[src/assert_macros.svh]
// assertion macros shared by the sampler rtl
// expects signals named clock and reset in the module that uses them
`ifndef ASSERT_MACROS_SVH
`define ASSERT_MACROS_SVH

// property holds at every edge outside reset
`define CBTS_ASSERT(lbl, prop, msg) \
   lbl: assert property (@(posedge clock) disable iff (reset) prop) else $error(msg);

// consequent holds in the cycle after the trigger
`define CBTS_ASSERT_NEXT(lbl, trig, cons, msg) \
   lbl: assert property (@(posedge clock) disable iff (reset) (trig) |=> (cons)) else $error(msg);

`endif

[src/cbts_pkg.sv]
// shared types and constants of the bezier tangent sampler
// no dependencies
`default_nettype none

package cbts_pkg;

   localparam int COORD_BITS = 12;
   localparam int FRAC_BITS  = 8;
   localparam int STEP_BITS  = 6;
   localparam int LEN_BITS   = 8;
   localparam int CURVE_BITS = COORD_BITS + FRAC_BITS;
   localparam int END_BITS   = CURVE_BITS + 2;

   localparam int CSR_IDX_BITS  = 2;
   localparam int CSR_DATA_BITS = 8;
   localparam logic [CSR_IDX_BITS-1:0] CSR_NUM_STEPS     = 2'd0;
   localparam logic [CSR_IDX_BITS-1:0] CSR_NORMAL_LENGTH = 2'd1;
   localparam logic [STEP_BITS-1:0]    NUM_STEPS_RESET     = 6'd63;
   localparam logic [LEN_BITS-1:0]     NORMAL_LENGTH_RESET = 8'd60;

   localparam int DIV_NUM_BITS = 48;
   localparam int DIV_DEN_BITS = 32;
   localparam int DIV_Q_BITS   = 20;
   localparam int ROOT_IN_BITS  = 64;
   localparam int ROOT_OUT_BITS = 32;

   typedef struct packed {
      logic [COORD_BITS-1:0] y;
      logic [COORD_BITS-1:0] x;
   } point_type;

   typedef struct packed {
      point_type p3;
      point_type p2;
      point_type p1;
      point_type p0;
   } segment_type;

   typedef struct packed {
      logic        push;
      segment_type seg;
   } queue_push_type;

   typedef struct packed {
      logic        valid;
      logic        full;
      segment_type seg;
   } queue_head_type;

   typedef struct packed {
      logic                    start;
      logic [DIV_NUM_BITS-1:0] num;
      logic [DIV_DEN_BITS-1:0] den;
   } div_req_type;

   typedef struct packed {
      logic                  done;
      logic [DIV_Q_BITS-1:0] quot;
   } div_rsp_type;

   typedef struct packed {
      logic                    start;
      logic [ROOT_IN_BITS-1:0] radicand;
   } root_req_type;

   typedef struct packed {
      logic                     done;
      logic [ROOT_OUT_BITS-1:0] root;
   } root_rsp_type;

   typedef enum logic [4:0] {
      ST_IDLE, ST_COEF, ST_COEF2, ST_MAC, ST_DIV_CX, ST_WAIT_CX, ST_DIV_CY,
      ST_WAIT_CY, ST_NORM, ST_SQ_X, ST_SQ_Y, ST_ROOT, ST_WAIT_ROOT, ST_MUL_X,
      ST_DIV_OX, ST_WAIT_OX, ST_MUL_Y, ST_DIV_OY, ST_WAIT_OY, ST_EMIT
   } back_state_type;

endpackage

`default_nettype wire

[src/cbts_queue.sv]
// two-entry segment queue between front and back
// depends on cbts_pkg
`default_nettype none

module cbts_queue (
   input  wire                      clock,
   input  wire                      reset,
   input  cbts_pkg::queue_push_type push,
   input  wire                      pop,
   output cbts_pkg::queue_head_type head
);

   cbts_pkg::segment_type ent_ff [2];
   logic                  wr_ptr_ff, wr_ptr_in, rd_ptr_ff, rd_ptr_in;
   logic [1:0]            count_ff, count_in;

   assign head.valid = (count_ff != 2'd0);
   assign head.full  = (count_ff == 2'd2);
   assign head.seg   = ent_ff[rd_ptr_ff];

   always_comb begin
      wr_ptr_in = wr_ptr_ff ^ push.push;
      rd_ptr_in = rd_ptr_ff ^ pop;
      count_in  = count_ff;
      if (push.push && !pop) count_in = count_ff + 2'd1;
      else if (!push.push && pop) count_in = count_ff - 2'd1;
   end

   always_ff @(posedge clock) begin
      if (reset) begin
         wr_ptr_ff <= 1'b0;
         rd_ptr_ff <= 1'b0;
         count_ff  <= 2'd0;
      end else begin
         wr_ptr_ff <= wr_ptr_in;
         rd_ptr_ff <= rd_ptr_in;
         count_ff  <= count_in;
      end
      if (push.push) ent_ff[wr_ptr_ff] <= push.seg;
   end

endmodule

`default_nettype wire

[config.mk]
export PLATFORM = sky130hd
export DESIGN_NAME = cbts_queue
export DESIGN_NICKNAME = d
export VERILOG_FILES = /design/src/assert_macros.svh /design/src/cbts_pkg.sv /design/src/cbts_queue.sv
export SDC_FILE = /design/constraint.sdc
export NUM_CORES = 1
export LEC_CHECK = 0
export BUFFER_PORTS_ARGS = -buffer_cell sky130_fd_sc_hd__buf_4
export CORE_MARGIN = 10
export CORE_UTILIZATION = 42
export DETAILED_ROUTE_END_ITERATION = 7
export HOLD_SLACK_MARGIN = 0.02
export PLACE_DENSITY = 0.75
export SYNTH_ARGS = -nofsm -noshare
export SYNTH_HDL_FRONTEND = slang
export SYNTH_SLANG_ARGS = --single-unit
export TNS_END_PERCENT = 50
[constraint.sdc]
create_clock -name clock -period 3.3 [get_ports clock]
set_input_delay 0.495 -clock clock [delete_from_list [all_inputs] [get_ports clock]]
set_output_delay 0.495 -clock clock [all_outputs]
set_load 0.03 [all_outputs]
==> impl_metrics.tcl <==
set metrics [dict create \
    antenna_found_initial 0 \
    crit_fanout 45 \
    cp_cell_sequence "buf_4, mux2_2, buf_4" \
    placeableCoreArea_um2 16800 \
    finalMaxSlewViolations 0 \
    place_ws_ns 1.08 \
    nets 632 \
    r2r_end "ent_ff[0][19]" \
    timing.hold.worst.start "push[31]" \
    synthesized_netlist_net_count 422 \
    setup.reg_to_reg.worst_slack_ns 1.64 \
    internal_power_mw 4.44 \
    worstReg2RegStart "wr_ptr_ff" \
    yosys_most_used_dff "sky130_fd_sc_hd__edfxtp_1" \
    drc 0 \
    cp.required_ns 2.80 \
    synth_top_area_share_pct 79.7 \
    worst_path_dominant_cell_family "flip-flops" \
    worst_setup_hold_path_clk_slew_ns 0.07 \
    clock_tree.htree_level_count 4 \
    critPathMaxStageDelay_ns 0.77 \
    cts.repair.resized 0 \
    top_level_ports 198 \
    post_drt_wl_per_cell_um 19.4 \
    run_status "complete, no violations" \
    die_area_um2 22900 \
    skew_ns 0.00876 \
    synth.top_cells.by_area "sky130_fd_sc_hd__edfxtp_1 80%, sky130_fd_sc_hd__mux2_2 10%, sky130_fd_sc_hd__mux2_4 6.2%, sky130_fd_sc_hd__dfxtp_1 1.1%, sky130_fd_sc_hd__buf_6 0.78%" \
    end_kind "primary output" \
    grt_busiest_layer "met2" \
    detail_route.first_pass.iterations 4 \
    dp_hpwl_mm 10.5 \
    cts-buffers-inserted 17 \
    detail_route.iter0.violations 135 \
    met1_usage_pct 13.3 \
    cellPowerDensity_nw_per_um2 613 \
    seq_power_share_pct 50.5 \
    die_w_um 151 \
    floorplan.initialDensity_pct 43.2 \
    finish.instance_area_um2 9570 \
    timing.final.ws_setup_ns 0.689 \
    fp-row-count 47 \
    cts_post_setup_buffers_inserted 0 \
    timing.slew.headroom_pct 56.1 \
    sink_count 196 \
    clock_tree_root_buffer_cell "sky130_fd_sc_hd__clkbuf_16" \
    ys_seq_area_share_pct 80.8 \
    cell_area_after_synthesis_um2 7240 \
    vias_per_cell 4.77 \
    grt.overflow.total 0 \
    antenna_violating_nets_post_route 0 \
    worstHoldPathType "input port to flip-flop" \
    synth_top_cells_by_count "192 x sky130_fd_sc_hd__edfxtp_1, 66 x sky130_fd_sc_hd__mux2_2, 30 x sky130_fd_sc_hd__mux2_4" \
    r2r.worst_path.cells 3 \
    worst-slew-pin-transition_ns 0.658 \
    timing.fmax_mhz 383 \
    dpl-instance-area_um2 9010 \
    critPathMostFrequentCell "sky130_fd_sc_hd__buf_4" \
    switching_share_pct 24.4 \
    synth_area_per_cell_um2 22.7 \
    yosys.cell_types.count 16 \
    yosys_warnings 0 \
    tritoncts "built" \
    syn-instance-count 319 \
    combinationalPowerShare_pct 16.1 \
    n_antenna_cell 0 \
    postLayoutCoreUtil_pct 57.1 \
    max_capacitance_violation_count 0 \
    post-place-cells 730 \
    yosys.area.top_type "sky130_fd_sc_hd__edfxtp_1" \
    routability_congestion 0.727 \
    period_share_pct 79.1 \
    power.switching_mw 1.43 \
    area_delta_synth_final_pct 32.3 \
    synth.ff_latch_count 196 \
    die_height_um 151 \
    cp-start-kind "flip-flop" \
    worstPathArrival_ns 2.12 \
    grt_util_met3_pct 6.89 \
    grt_start_max_net_pins 63 \
    synthMostInstantiatedCell "sky130_fd_sc_hd__edfxtp_1" \
    max-clock-path-buffers 2 \
    portBuffers 197 \
    worst-setup-path-type "flip-flop to primary output" \
    clk_latency_ns 0.42 \
    power_leakage_nw 3.63 \
    setup_viol 0 \
    cts_hold_buf 0 \
    timing.final.hold_violations 0 \
    fin_setup_tns_ns 0 \
    layout_min_cycle_time_ns 2.61 \
    final_cell_count_no_fill 762 \
    synth_edf_count 192 \
    layout.filler_cells 1280 \
    grt_first_pass_wirelength_mm 21.8 \
    timing.hold.worst_endpoint "ent_ff[0][31]" \
    vias_in_the_first_global_route 4054 \
    gr-usage-all-layers_pct 12.6 \
    clock_power_share_pct 33.5 \
    globalRouteMet2Util_pct 20.8 \
    drt_wl_total_mm 14.8 \
    rsz0062_at_grt "no" \
    path_buf_inv 2 \
    detailroute.via_count 3632 \
    worst_hold_path.num_cells 1 \
    async_sr_flop_fraction_pct 0 \
    vdd.ir_drop.worst_mv 0.366 \
    post_route_cells_drive_above_1_share_pct 61.3 \
    standard_cell_with_the_maximum_stage_delay_on_the_critical_path "sky130_fd_sc_hd__dfxtp_4" \
]
## flip-flops by register name, indices dropped and copies added (netlist names)
signal	flops
wr_ptr_ff	1
rd_ptr_ff	1
count_ff	2
ent_ff	192
## metrics by stage
stage	hold slack [ns]	power, mW
6_report	0.253	5.87
5_1_grt	0.228	6.10
4_1_cts	0.232	5.95
3_5_place_dp	0.486	3.98
3_3_place_gp	0.470	3.95
2_1_floorplan	0.456	3.59
## worst register-to-register path: cells and delay by family (launching register included)
| kind | cells | cell delay [ns] |
|---|---|---|
| flops | 1 | 0.33 |
| fa+ha+maj | 1 | 0.46 |
| buf+inv | 2 | 0.50 |
## logic make-up (layout without fill, tap and decap cells)
| logic type | Yosys count | in the layout | share of synthesized area [%] |
|---|---|---|---|
| AOI/OAI and AO/OA | 2 | 2 | 0.138 |
| xor gates and xnor gates | 3 | 3 | 0.363 |
| adders and majority gates | 3 | 3 | 0.519 |
| buffers and inverters | 13 | 236 | 1.30 |
| DFF | 196 | 196 | 80.8 |
| muxes | 96 | 96 | 16.5 |
| and+or+nand+nor | 6 | 6 | 0.415 |
## cell type report
class	instances	area, µm²	area share (%)
sequential	196	5850	61.1
timing repair buffer	202	1550	16.2
multi-input combinational	110	1320	13.8
clock buffer	19	433	4.52
tap	220	275	2.88
clock inverter	13	131	1.37
inverter	2	7.51	0.0784
## metal layers
metal	vias to the layer above	part of all wire, %
met5	-	0
met2	140	50
met4	0	1.3
li1	1685	-
met3	14	12
met1	1793	37
## layout by cell type (no fill, tap or decap)
cell,netlist,routed
sky130_fd_sc_hd__inv_1,2,2
sky130_fd_sc_hd__inv_6,0,3
sky130_fd_sc_hd__ha_1,3,1
sky130_fd_sc_hd__or2_2,1,1
sky130_fd_sc_hd__clkbuf_1,0,2
sky130_fd_sc_hd__nor2b_1,1,1
sky130_fd_sc_hd__dfxtp_4,0,1
sky130_fd_sc_hd__bufinv_16,0,2
sky130_fd_sc_hd__clkbuf_16,0,17
sky130_fd_sc_hd__o21ai_0,1,1
sky130_fd_sc_hd__mux2_4,30,30
sky130_fd_sc_hd__xor2_1,2,2
sky130_fd_sc_hd__clkinv_2,0,6
sky130_fd_sc_hd__mux2_2,66,66
sky130_fd_sc_hd__a21oi_1,1,1
sky130_fd_sc_hd__edfxtp_1,192,192
sky130_fd_sc_hd__xnor2_1,1,1
sky130_fd_sc_hd__buf_12,0,3
sky130_fd_sc_hd__dfxtp_1,4,3
sky130_fd_sc_hd__buf_4,0,199
sky130_fd_sc_hd__clkinvlp_4,0,2
sky130_fd_sc_hd__or3_1,1,1
sky130_fd_sc_hd__ha_4,0,2
sky130_fd_sc_hd__nor2_1,3,3
## power by group through the flow
stage          Combinational [mW]  Sequential [mW]  Clock (mW)
2_1_floorplan               0.591             2.99           0
3_3_place_gp                0.939             3.01           0
3_5_place_dp                0.958             3.02           0
4_1_cts                     0.961             2.97        2.02
5_1_grt                     0.997             2.98        2.13
6_report                    0.943             2.96        1.97
## worst max-delay path by stage
stage,cells past startpoint,startpoint,slack [ns],to
after global routing,3,rd_ptr_ff,0.56,head[12]
after floorplan,1,push[96],0.06,ent_ff[0][0]
after global placement,3,rd_ptr_ff,1.13,head[91]
after detailed placement,3,rd_ptr_ff,1.08,head[12]
after CTS,3,rd_ptr_ff,0.61,head[12]
final,3,rd_ptr_ff,0.69,head[12]
Note: power is estimated with default switching activity, not from simulation.
