`src/assert_macros.svh`:
```
// assertion macros shared by the sampler rtl
// expects signals named clock and reset in the module that uses them
`ifndef ASSERT_MACROS_SVH
`define ASSERT_MACROS_SVH

// property holds at every edge outside reset
`define CBTS_ASSERT(lbl, prop, msg) \
   lbl: assert property (@(posedge clock) disable iff (reset) prop) else $error(msg);

// consequent holds in the cycle after the trigger
`define CBTS_ASSERT_NEXT(lbl, trig, cons, msg) \
   lbl: assert property (@(posedge clock) disable iff (reset) (trig) |=> (cons)) else $error(msg);

`endif

```
`src/cbts_pkg.sv`:
```
// shared types and constants of the bezier tangent sampler
// no dependencies
`default_nettype none

package cbts_pkg;

   localparam int COORD_BITS = 12;
   localparam int FRAC_BITS  = 8;
   localparam int STEP_BITS  = 6;
   localparam int LEN_BITS   = 8;
   localparam int CURVE_BITS = COORD_BITS + FRAC_BITS;
   localparam int END_BITS   = CURVE_BITS + 2;

   localparam int CSR_IDX_BITS  = 2;
   localparam int CSR_DATA_BITS = 8;
   localparam logic [CSR_IDX_BITS-1:0] CSR_NUM_STEPS     = 2'd0;
   localparam logic [CSR_IDX_BITS-1:0] CSR_NORMAL_LENGTH = 2'd1;
   localparam logic [STEP_BITS-1:0]    NUM_STEPS_RESET     = 6'd63;
   localparam logic [LEN_BITS-1:0]     NORMAL_LENGTH_RESET = 8'd60;

   localparam int DIV_NUM_BITS = 48;
   localparam int DIV_DEN_BITS = 32;
   localparam int DIV_Q_BITS   = 20;
   localparam int ROOT_IN_BITS  = 64;
   localparam int ROOT_OUT_BITS = 32;

   typedef struct packed {
      logic [COORD_BITS-1:0] y;
      logic [COORD_BITS-1:0] x;
   } point_type;

   typedef struct packed {
      point_type p3;
      point_type p2;
      point_type p1;
      point_type p0;
   } segment_type;

   typedef struct packed {
      logic        push;
      segment_type seg;
   } queue_push_type;

   typedef struct packed {
      logic        valid;
      logic        full;
      segment_type seg;
   } queue_head_type;

   typedef struct packed {
      logic                    start;
      logic [DIV_NUM_BITS-1:0] num;
      logic [DIV_DEN_BITS-1:0] den;
   } div_req_type;

   typedef struct packed {
      logic                  done;
      logic [DIV_Q_BITS-1:0] quot;
   } div_rsp_type;

   typedef struct packed {
      logic                    start;
      logic [ROOT_IN_BITS-1:0] radicand;
   } root_req_type;

   typedef struct packed {
      logic                     done;
      logic [ROOT_OUT_BITS-1:0] root;
   } root_rsp_type;

   typedef enum logic [4:0] {
      ST_IDLE, ST_COEF, ST_COEF2, ST_MAC, ST_DIV_CX, ST_WAIT_CX, ST_DIV_CY,
      ST_WAIT_CY, ST_NORM, ST_SQ_X, ST_SQ_Y, ST_ROOT, ST_WAIT_ROOT, ST_MUL_X,
      ST_DIV_OX, ST_WAIT_OX, ST_MUL_Y, ST_DIV_OY, ST_WAIT_OY, ST_EMIT
   } back_state_type;

endpackage

`default_nettype wire

```
`src/cbts_ifs.sv`:
```
// valid/ready channel interfaces of the sampler
// depends on cbts_pkg
`default_nettype none

interface cbts_req_if;
   logic                            valid;
   logic                            ready;
   logic [cbts_pkg::COORD_BITS-1:0] point_x;
   logic [cbts_pkg::COORD_BITS-1:0] point_y;
   modport source (output valid, point_x, point_y, input ready);
   modport sink   (input valid, point_x, point_y, output ready);
endinterface


`default_nettype wire

```
`src/cbts_front.sv`:
```
// front end: takes control points and forms complete cubic segments
// depends on cbts_pkg and cbts_ifs
`default_nettype none

module cbts_front (
   input  wire                      clock,
   input  wire                      reset,
   cbts_req_if.sink                 req,
   input  cbts_pkg::queue_head_type head,
   output cbts_pkg::queue_push_type push
);

   logic                have_first_ff, have_first_in;
   logic [1:0]          seen_ff, seen_in;
   cbts_pkg::point_type w0_ff, w0_in, w1_ff, w1_in, w2_ff, w2_in;
   cbts_pkg::point_type pt;
   logic                accept;

   assign req.ready = !head.full;
   assign accept    = req.valid && req.ready;
   assign pt.x      = req.point_x;
   assign pt.y      = req.point_y;

   assign push.push   = accept && have_first_ff && (seen_ff == 2'd2);
   assign push.seg.p0 = w0_ff;
   assign push.seg.p1 = w1_ff;
   assign push.seg.p2 = w2_ff;
   assign push.seg.p3 = pt;

   always_comb begin
      have_first_in = have_first_ff;
      seen_in       = seen_ff;
      w0_in         = w0_ff;
      w1_in         = w1_ff;
      w2_in         = w2_ff;
      if (accept) begin
         if (!have_first_ff) begin
            have_first_in = 1'b1;
            seen_in       = 2'd0;
            w0_in         = pt;
         end else begin
            case (seen_ff)
               2'd0: begin
                  w1_in   = pt;
                  seen_in = 2'd1;
               end
               2'd1: begin
                  w2_in   = pt;
                  seen_in = 2'd2;
               end
               default: begin
                  // end point opens the next segment
                  w0_in   = pt;
                  seen_in = 2'd0;
               end
            endcase
         end
      end
   end

   always_ff @(posedge clock) begin
      if (reset) begin
         have_first_ff <= 1'b0;
         seen_ff       <= 2'd0;
      end else begin
         have_first_ff <= have_first_in;
         seen_ff       <= seen_in;
      end
      w0_ff <= w0_in;
      w1_ff <= w1_in;
      w2_ff <= w2_in;
   end

endmodule

`default_nettype wire

```
`src/flat_wrapper.sv`:
```
// flat-port wrapper written by rule: the top's interface ports become plain ports
module cbts_front_flat 
  (clock, reset, head, push, req_valid, req_point_x, req_point_y, req_ready);
  cbts_req_if req_i ();
  input  wire clock;
  input  wire reset;
  input  cbts_pkg::queue_head_type head;
  output cbts_pkg::queue_push_type push;
  input wire logic [$bits(req_i.valid)-1:0] req_valid;
  input wire logic [$bits(req_i.point_x)-1:0] req_point_x;
  input wire logic [$bits(req_i.point_y)-1:0] req_point_y;
  output wire logic [$bits(req_i.ready)-1:0] req_ready;
  assign req_i.valid = req_valid;
  assign req_i.point_x = req_point_x;
  assign req_i.point_y = req_point_y;
  assign req_ready = req_i.ready;
  cbts_front u_core (.clock(clock), .reset(reset), .req(req_i), .head(head), .push(push));
endmodule
```
`config.mk`:
```
export PLATFORM = sky130hd
export DESIGN_NAME = cbts_front_flat
export DESIGN_NICKNAME = d
export VERILOG_FILES = /design/src/assert_macros.svh /design/src/cbts_pkg.sv /design/src/cbts_ifs.sv /design/src/cbts_front.sv /design/src/flat_wrapper.sv
export SDC_FILE = /design/constraint.sdc
export NUM_CORES = 1
export LEC_CHECK = 0
export ABC_AREA = 1
export BUFFER_PORTS_ARGS = -buffer_cell sky130_fd_sc_hd__buf_4
export CAP_MARGIN = 0
export CORE_AREA = 3 3 86 88
export CTS_BUF_LIST = sky130_fd_sc_hd__clkbuf_8 sky130_fd_sc_hd__clkbuf_16
export CTS_CLUSTER_SIZE = 24
export DETAILED_ROUTE_END_ITERATION = 16
export DIE_AREA = 0 0 89 91
export PLACE_DENSITY_LB_ADDON = 0.05
export SETUP_SLACK_MARGIN = 0.15
export SLEW_MARGIN = 20
export SYNTH_ARGS = -nofsm -noshare
export SYNTH_HDL_FRONTEND = slang
export SYNTH_SLANG_ARGS = --single-unit
```
`constraint.sdc`:
```
create_clock -name clock -period 3.1 [get_ports clock]
set_input_delay 0.465 -clock clock [delete_from_list [all_inputs] [get_ports clock]]
set_output_delay 0.465 -clock clock [all_outputs]
set_load 0.02 [all_outputs]
```
==> results summary <==
The flow ran to the end, and the final reports show no timing, DRC or antenna violations. The total count of hold-check failures in the final report came out at 0. Summed over all layers, the global routing overflow is 0.

The share of the yosys chip area belonging to registers came out at 0.890. For the pin with the worst max-slew slack, the measured transition is a little over 600 ps. Among all cell types in the netlist, the one instantiated most often is sky130_fd_sc_hd__edfxtp_1.

The share of total power dissipated in sequential elements is 0.532. The via count of the first global-routing pass came out at approximately 1400. The post-route minimum period is between 1500 and 2000 ps. In this run, post-CTS repair resized a total of 0 instances. The hold path endpoint is u_core.seen_ff[1]$_SDFFE_PP0P_. The worst register-to-register path ends at u_core.push[71]$_DFFE_PP_.

The required time reported for the critical path endpoint came out at about 2600 ps. The classification of the worst setup path is reg -> out. The tightest min-delay check is of the in -> reg type. The clock arrives with 4.71 ps of skew. The share of synthesized flip-flops with an asynchronous set or reset is 0. The post-synthesis to final-layout area growth came out at 44.7%. The number of cells on the worst reg-to-reg path came out at 3.

The worst voltage drop across the vdd grid is approximately 0.35 mV. For this run, design rule violations remaining after detail routing come to 0. The via density per instance came out at roughly 4.4.

The count of hold-fix buffers inserted at cts came out at 0. The total routed wirelength came out at between 4000 and 5000 um. The fraction of final layout cells sized beyond drive strength 1 is 0.630.

The final cell utilization of the core is 0.538. The standard cell core area came out at approximately 6700 um2. The average wire per cell in the routed design is between 15 and 20 um. The count of maximum capacitance violations is 0. Ranked by instance count, the synthesized netlist is headed by sky130_fd_sc_hd__edfxtp_1, sky130_fd_sc_hd__buf_4, sky130_fd_sc_hd__nor2_1. The synthesized design contains 72 enable-type register cells. sky130_fd_sc_hd__edfxtp_1 takes more of the synthesized area than any other cell. The number of DRC markers in iteration 0 is between 60 and 70.

The maximum fanout encountered on the critical timing path is 4. The die span in x is approximately 89 um. The share of total power dissipated in combinational logic is 0.074. The maximum number of pins on one net before global-route repair came out at 17. The routability congestion estimate is approximately 0.67.

The initial antenna violation count is 0. The HPWL after detailed placement came out at around 3700 um. For this block, the via count after detailed routing is about 1400.

The global-route usage over all layers is 0.126. The number of iterations in the first detailed-routing pass came out at 4. The number of input and output port buffers inserted is 125. The total negative slack is 0 ps. Yosys mapped the design onto 12 distinct sky130hd cell types. Clock-pin slew was measured on the worst setup and hold paths at ~70 ps.

The maximum achievable frequency is 576 MHz. The clock passes through at most 2 buffers. The static leakage is approximately 1.5 nW. The post-synthesis instance area came out at between 2000 and 2500 um2.

The clock reaches the later pin of the worst-skew pair after roughly 330 ps. The part of the power in the clock network came out at 0.394. CTS built an H-tree with a depth of 3. The normalized max-slew margin is 0.595.

The clock sink total is between 70 and 80. The minimum setup slack among reg-to-reg paths is around 1400 ps. For this run, the leading register cell type out of synthesis is sky130_fd_sc_hd__edfxtp_1.

After synthesis the netlist holds a flip-flop and latch count of 75. The number of nets with antenna violations after routing is 0. Setup repair after global routing left no endpoint under its margin. The standard-cell row count came out at 30. Setup violations remaining at the end of the flow were counted as 0. The net count reported at finish came out at approximately 360. Summed over all nets, the switching power comes to 0.416 mW. The total power per unit cell area came out at 594 nW/um2.

The starting utilization of the core area is 0.372. The first global-routing pass estimated roughly 7200 um of wire. The cell sitting at the root of the clock tree is a sky130_fd_sc_hd__clkbuf_8. In the finished design, the share of the clock period the worst path needs comes to 0.560.

The area share of the largest cell type after synthesis came out at 0.866. The floorplan step set the die height to 91 um. The number of buffers inserted to repair setup after CTS came out at 0. TritonCTS built the clock tree.

For this design the top-level I/O count stands at 223. The number of cells produced by synthesis came out at between 100 and 150. Of the total power, the share spent switching nets is 0.194. The CTS buffer count came out at 9.

Dividing the synthesized area by the synthesized cell count gives ~21 um2. The number of nets in the synthesized netlist is ~240. The number of warnings issued by yosys is 0.

The die covers about 8100 um2. The sort of element at the start of the critical path is a flip-flop. Sorting the synthesized cells by area gives the leading types as sky130_fd_sc_hd__edfxtp_1, sky130_fd_sc_hd__buf_4, sky130_fd_sc_hd__dfxtp_1, sky130_fd_sc_hd__a21oi_1, sky130_fd_sc_hd__nor2_1. The hold-critical path depth is 2. The endpoint class of the critical path is an output port. The repair_antennas step left the layout with diodes totalling 0. The arrival time at the worst endpoint is around 1300 ps.

The total internal power came out at around 1.7 mW. The launch point of the worst reg-to-reg path is u_core.have_first_ff$_SDFFE_PP0P_. The max-slew violation total from the final report came to 0. In this run the most critical hold path is launched from reset.
[layout make-up]
cell class              count  area (um2)
fillers                   563        3110
flip-flops and latches     75        2220
repair buffers            128         961
clock buffers               9         124
clock inverters             7         108
well taps                  80         100
multi-input cells          14        78.8
inverters                   5        18.8
[power groups by stage]
stage	Clock (mW)	Combinational, mW	Sequential (mW)
5_1_grt	0.928	0.170	1.14
2_1_floorplan	0	0.0580	1.19
4_1_cts	0.870	0.161	1.14
3_3_place_gp	0	0.159	1.16
3_5_place_dp	0	0.162	1.16
6_report	0.844	0.158	1.14
[sequential cells by signal (all words and copies together), names as in the netlist]
register / flops
u_core.have_first_ff: 1
u_core.push: 72
u_core.seen_ff: 2
[worst max path at each step]
stage                                           start                   endpoint  slack, ps  cells past startpoint
global placement                             head[96]   u_core.push[6]$_DFFE_PP_       1150                      5
floorplan                                    head[96]   u_core.push[0]$_DFFE_PP_        800                      3
finish              u_core.have_first_ff$_SDFFE_PP0P_                   push[96]       1360                      3
detailed placement                           head[96]  u_core.push[12]$_DFFE_PP_       1140                      5
CTS                 u_core.have_first_ff$_SDFFE_PP0P_                   push[96]       1340                      3
global route        u_core.have_first_ff$_SDFFE_PP0P_                   push[96]       1280                      3
[worst max-delay path, stage by stage (launching register included)]
cell                      delay (ps)
sky130_fd_sc_hd__dfxtp_1         420
sky130_fd_sc_hd__inv_2            60
sky130_fd_sc_hd__nor4_2          270
sky130_fd_sc_hd__buf_4           190
[cells in the final DEF, fill, tap and decap left out]
cell	Yosys	final
sky130_fd_sc_hd__nand2_1	1	1
sky130_fd_sc_hd__bufinv_16	0	3
sky130_fd_sc_hd__clkinv_1	0	1
sky130_fd_sc_hd__nor2_2	2	2
sky130_fd_sc_hd__inv_1	2	3
sky130_fd_sc_hd__clkinv_2	0	2
sky130_fd_sc_hd__buf_4	24	128
sky130_fd_sc_hd__edfxtp_1	72	72
sky130_fd_sc_hd__nor4_2	1	1
sky130_fd_sc_hd__nand3_1	2	2
sky130_fd_sc_hd__dfxtp_1	3	3
sky130_fd_sc_hd__nand2_2	1	1
sky130_fd_sc_hd__inv_2	3	3
sky130_fd_sc_hd__nor2_1	4	4
sky130_fd_sc_hd__a21oi_1	3	2
sky130_fd_sc_hd__a21oi_2	0	1
sky130_fd_sc_hd__clkbuf_8	0	9
[through the flow]
step	hold slack, ps	cell area, um2	worst slack, ps	total power, mW	cells
finish	324	3610	1360	2.14	318
global route	289	3610	1280	2.24	318
CTS	298	3610	1340	2.17	318
detailed placement	516	3380	1140	1.33	302
global placement	485	3380	1150	1.32	302
floorplan	473	2500	802	1.25	118
[metal layers]
metal  vias to the layer above  routed length [um]  global-route usage
met5                         -                   0                   0
met4                         0                  48              0.0608
met3                         4                 769              0.0780
met2                       101                2250               0.179
met1                       638                1920               0.148
li1                        646                   -                   -
[kinds of logic (layout without fill, tap and decap cells)]
logic type / after synthesis / count (layout) / synth area share
flops: 75 / 75 / 0.890
buf+inv: 29 / 149 / 0.0797
simple gates: 11 / 11 / 0.0241
compound gates: 3 / 3 / 0.00601
(Power assumes the default switching activity.)
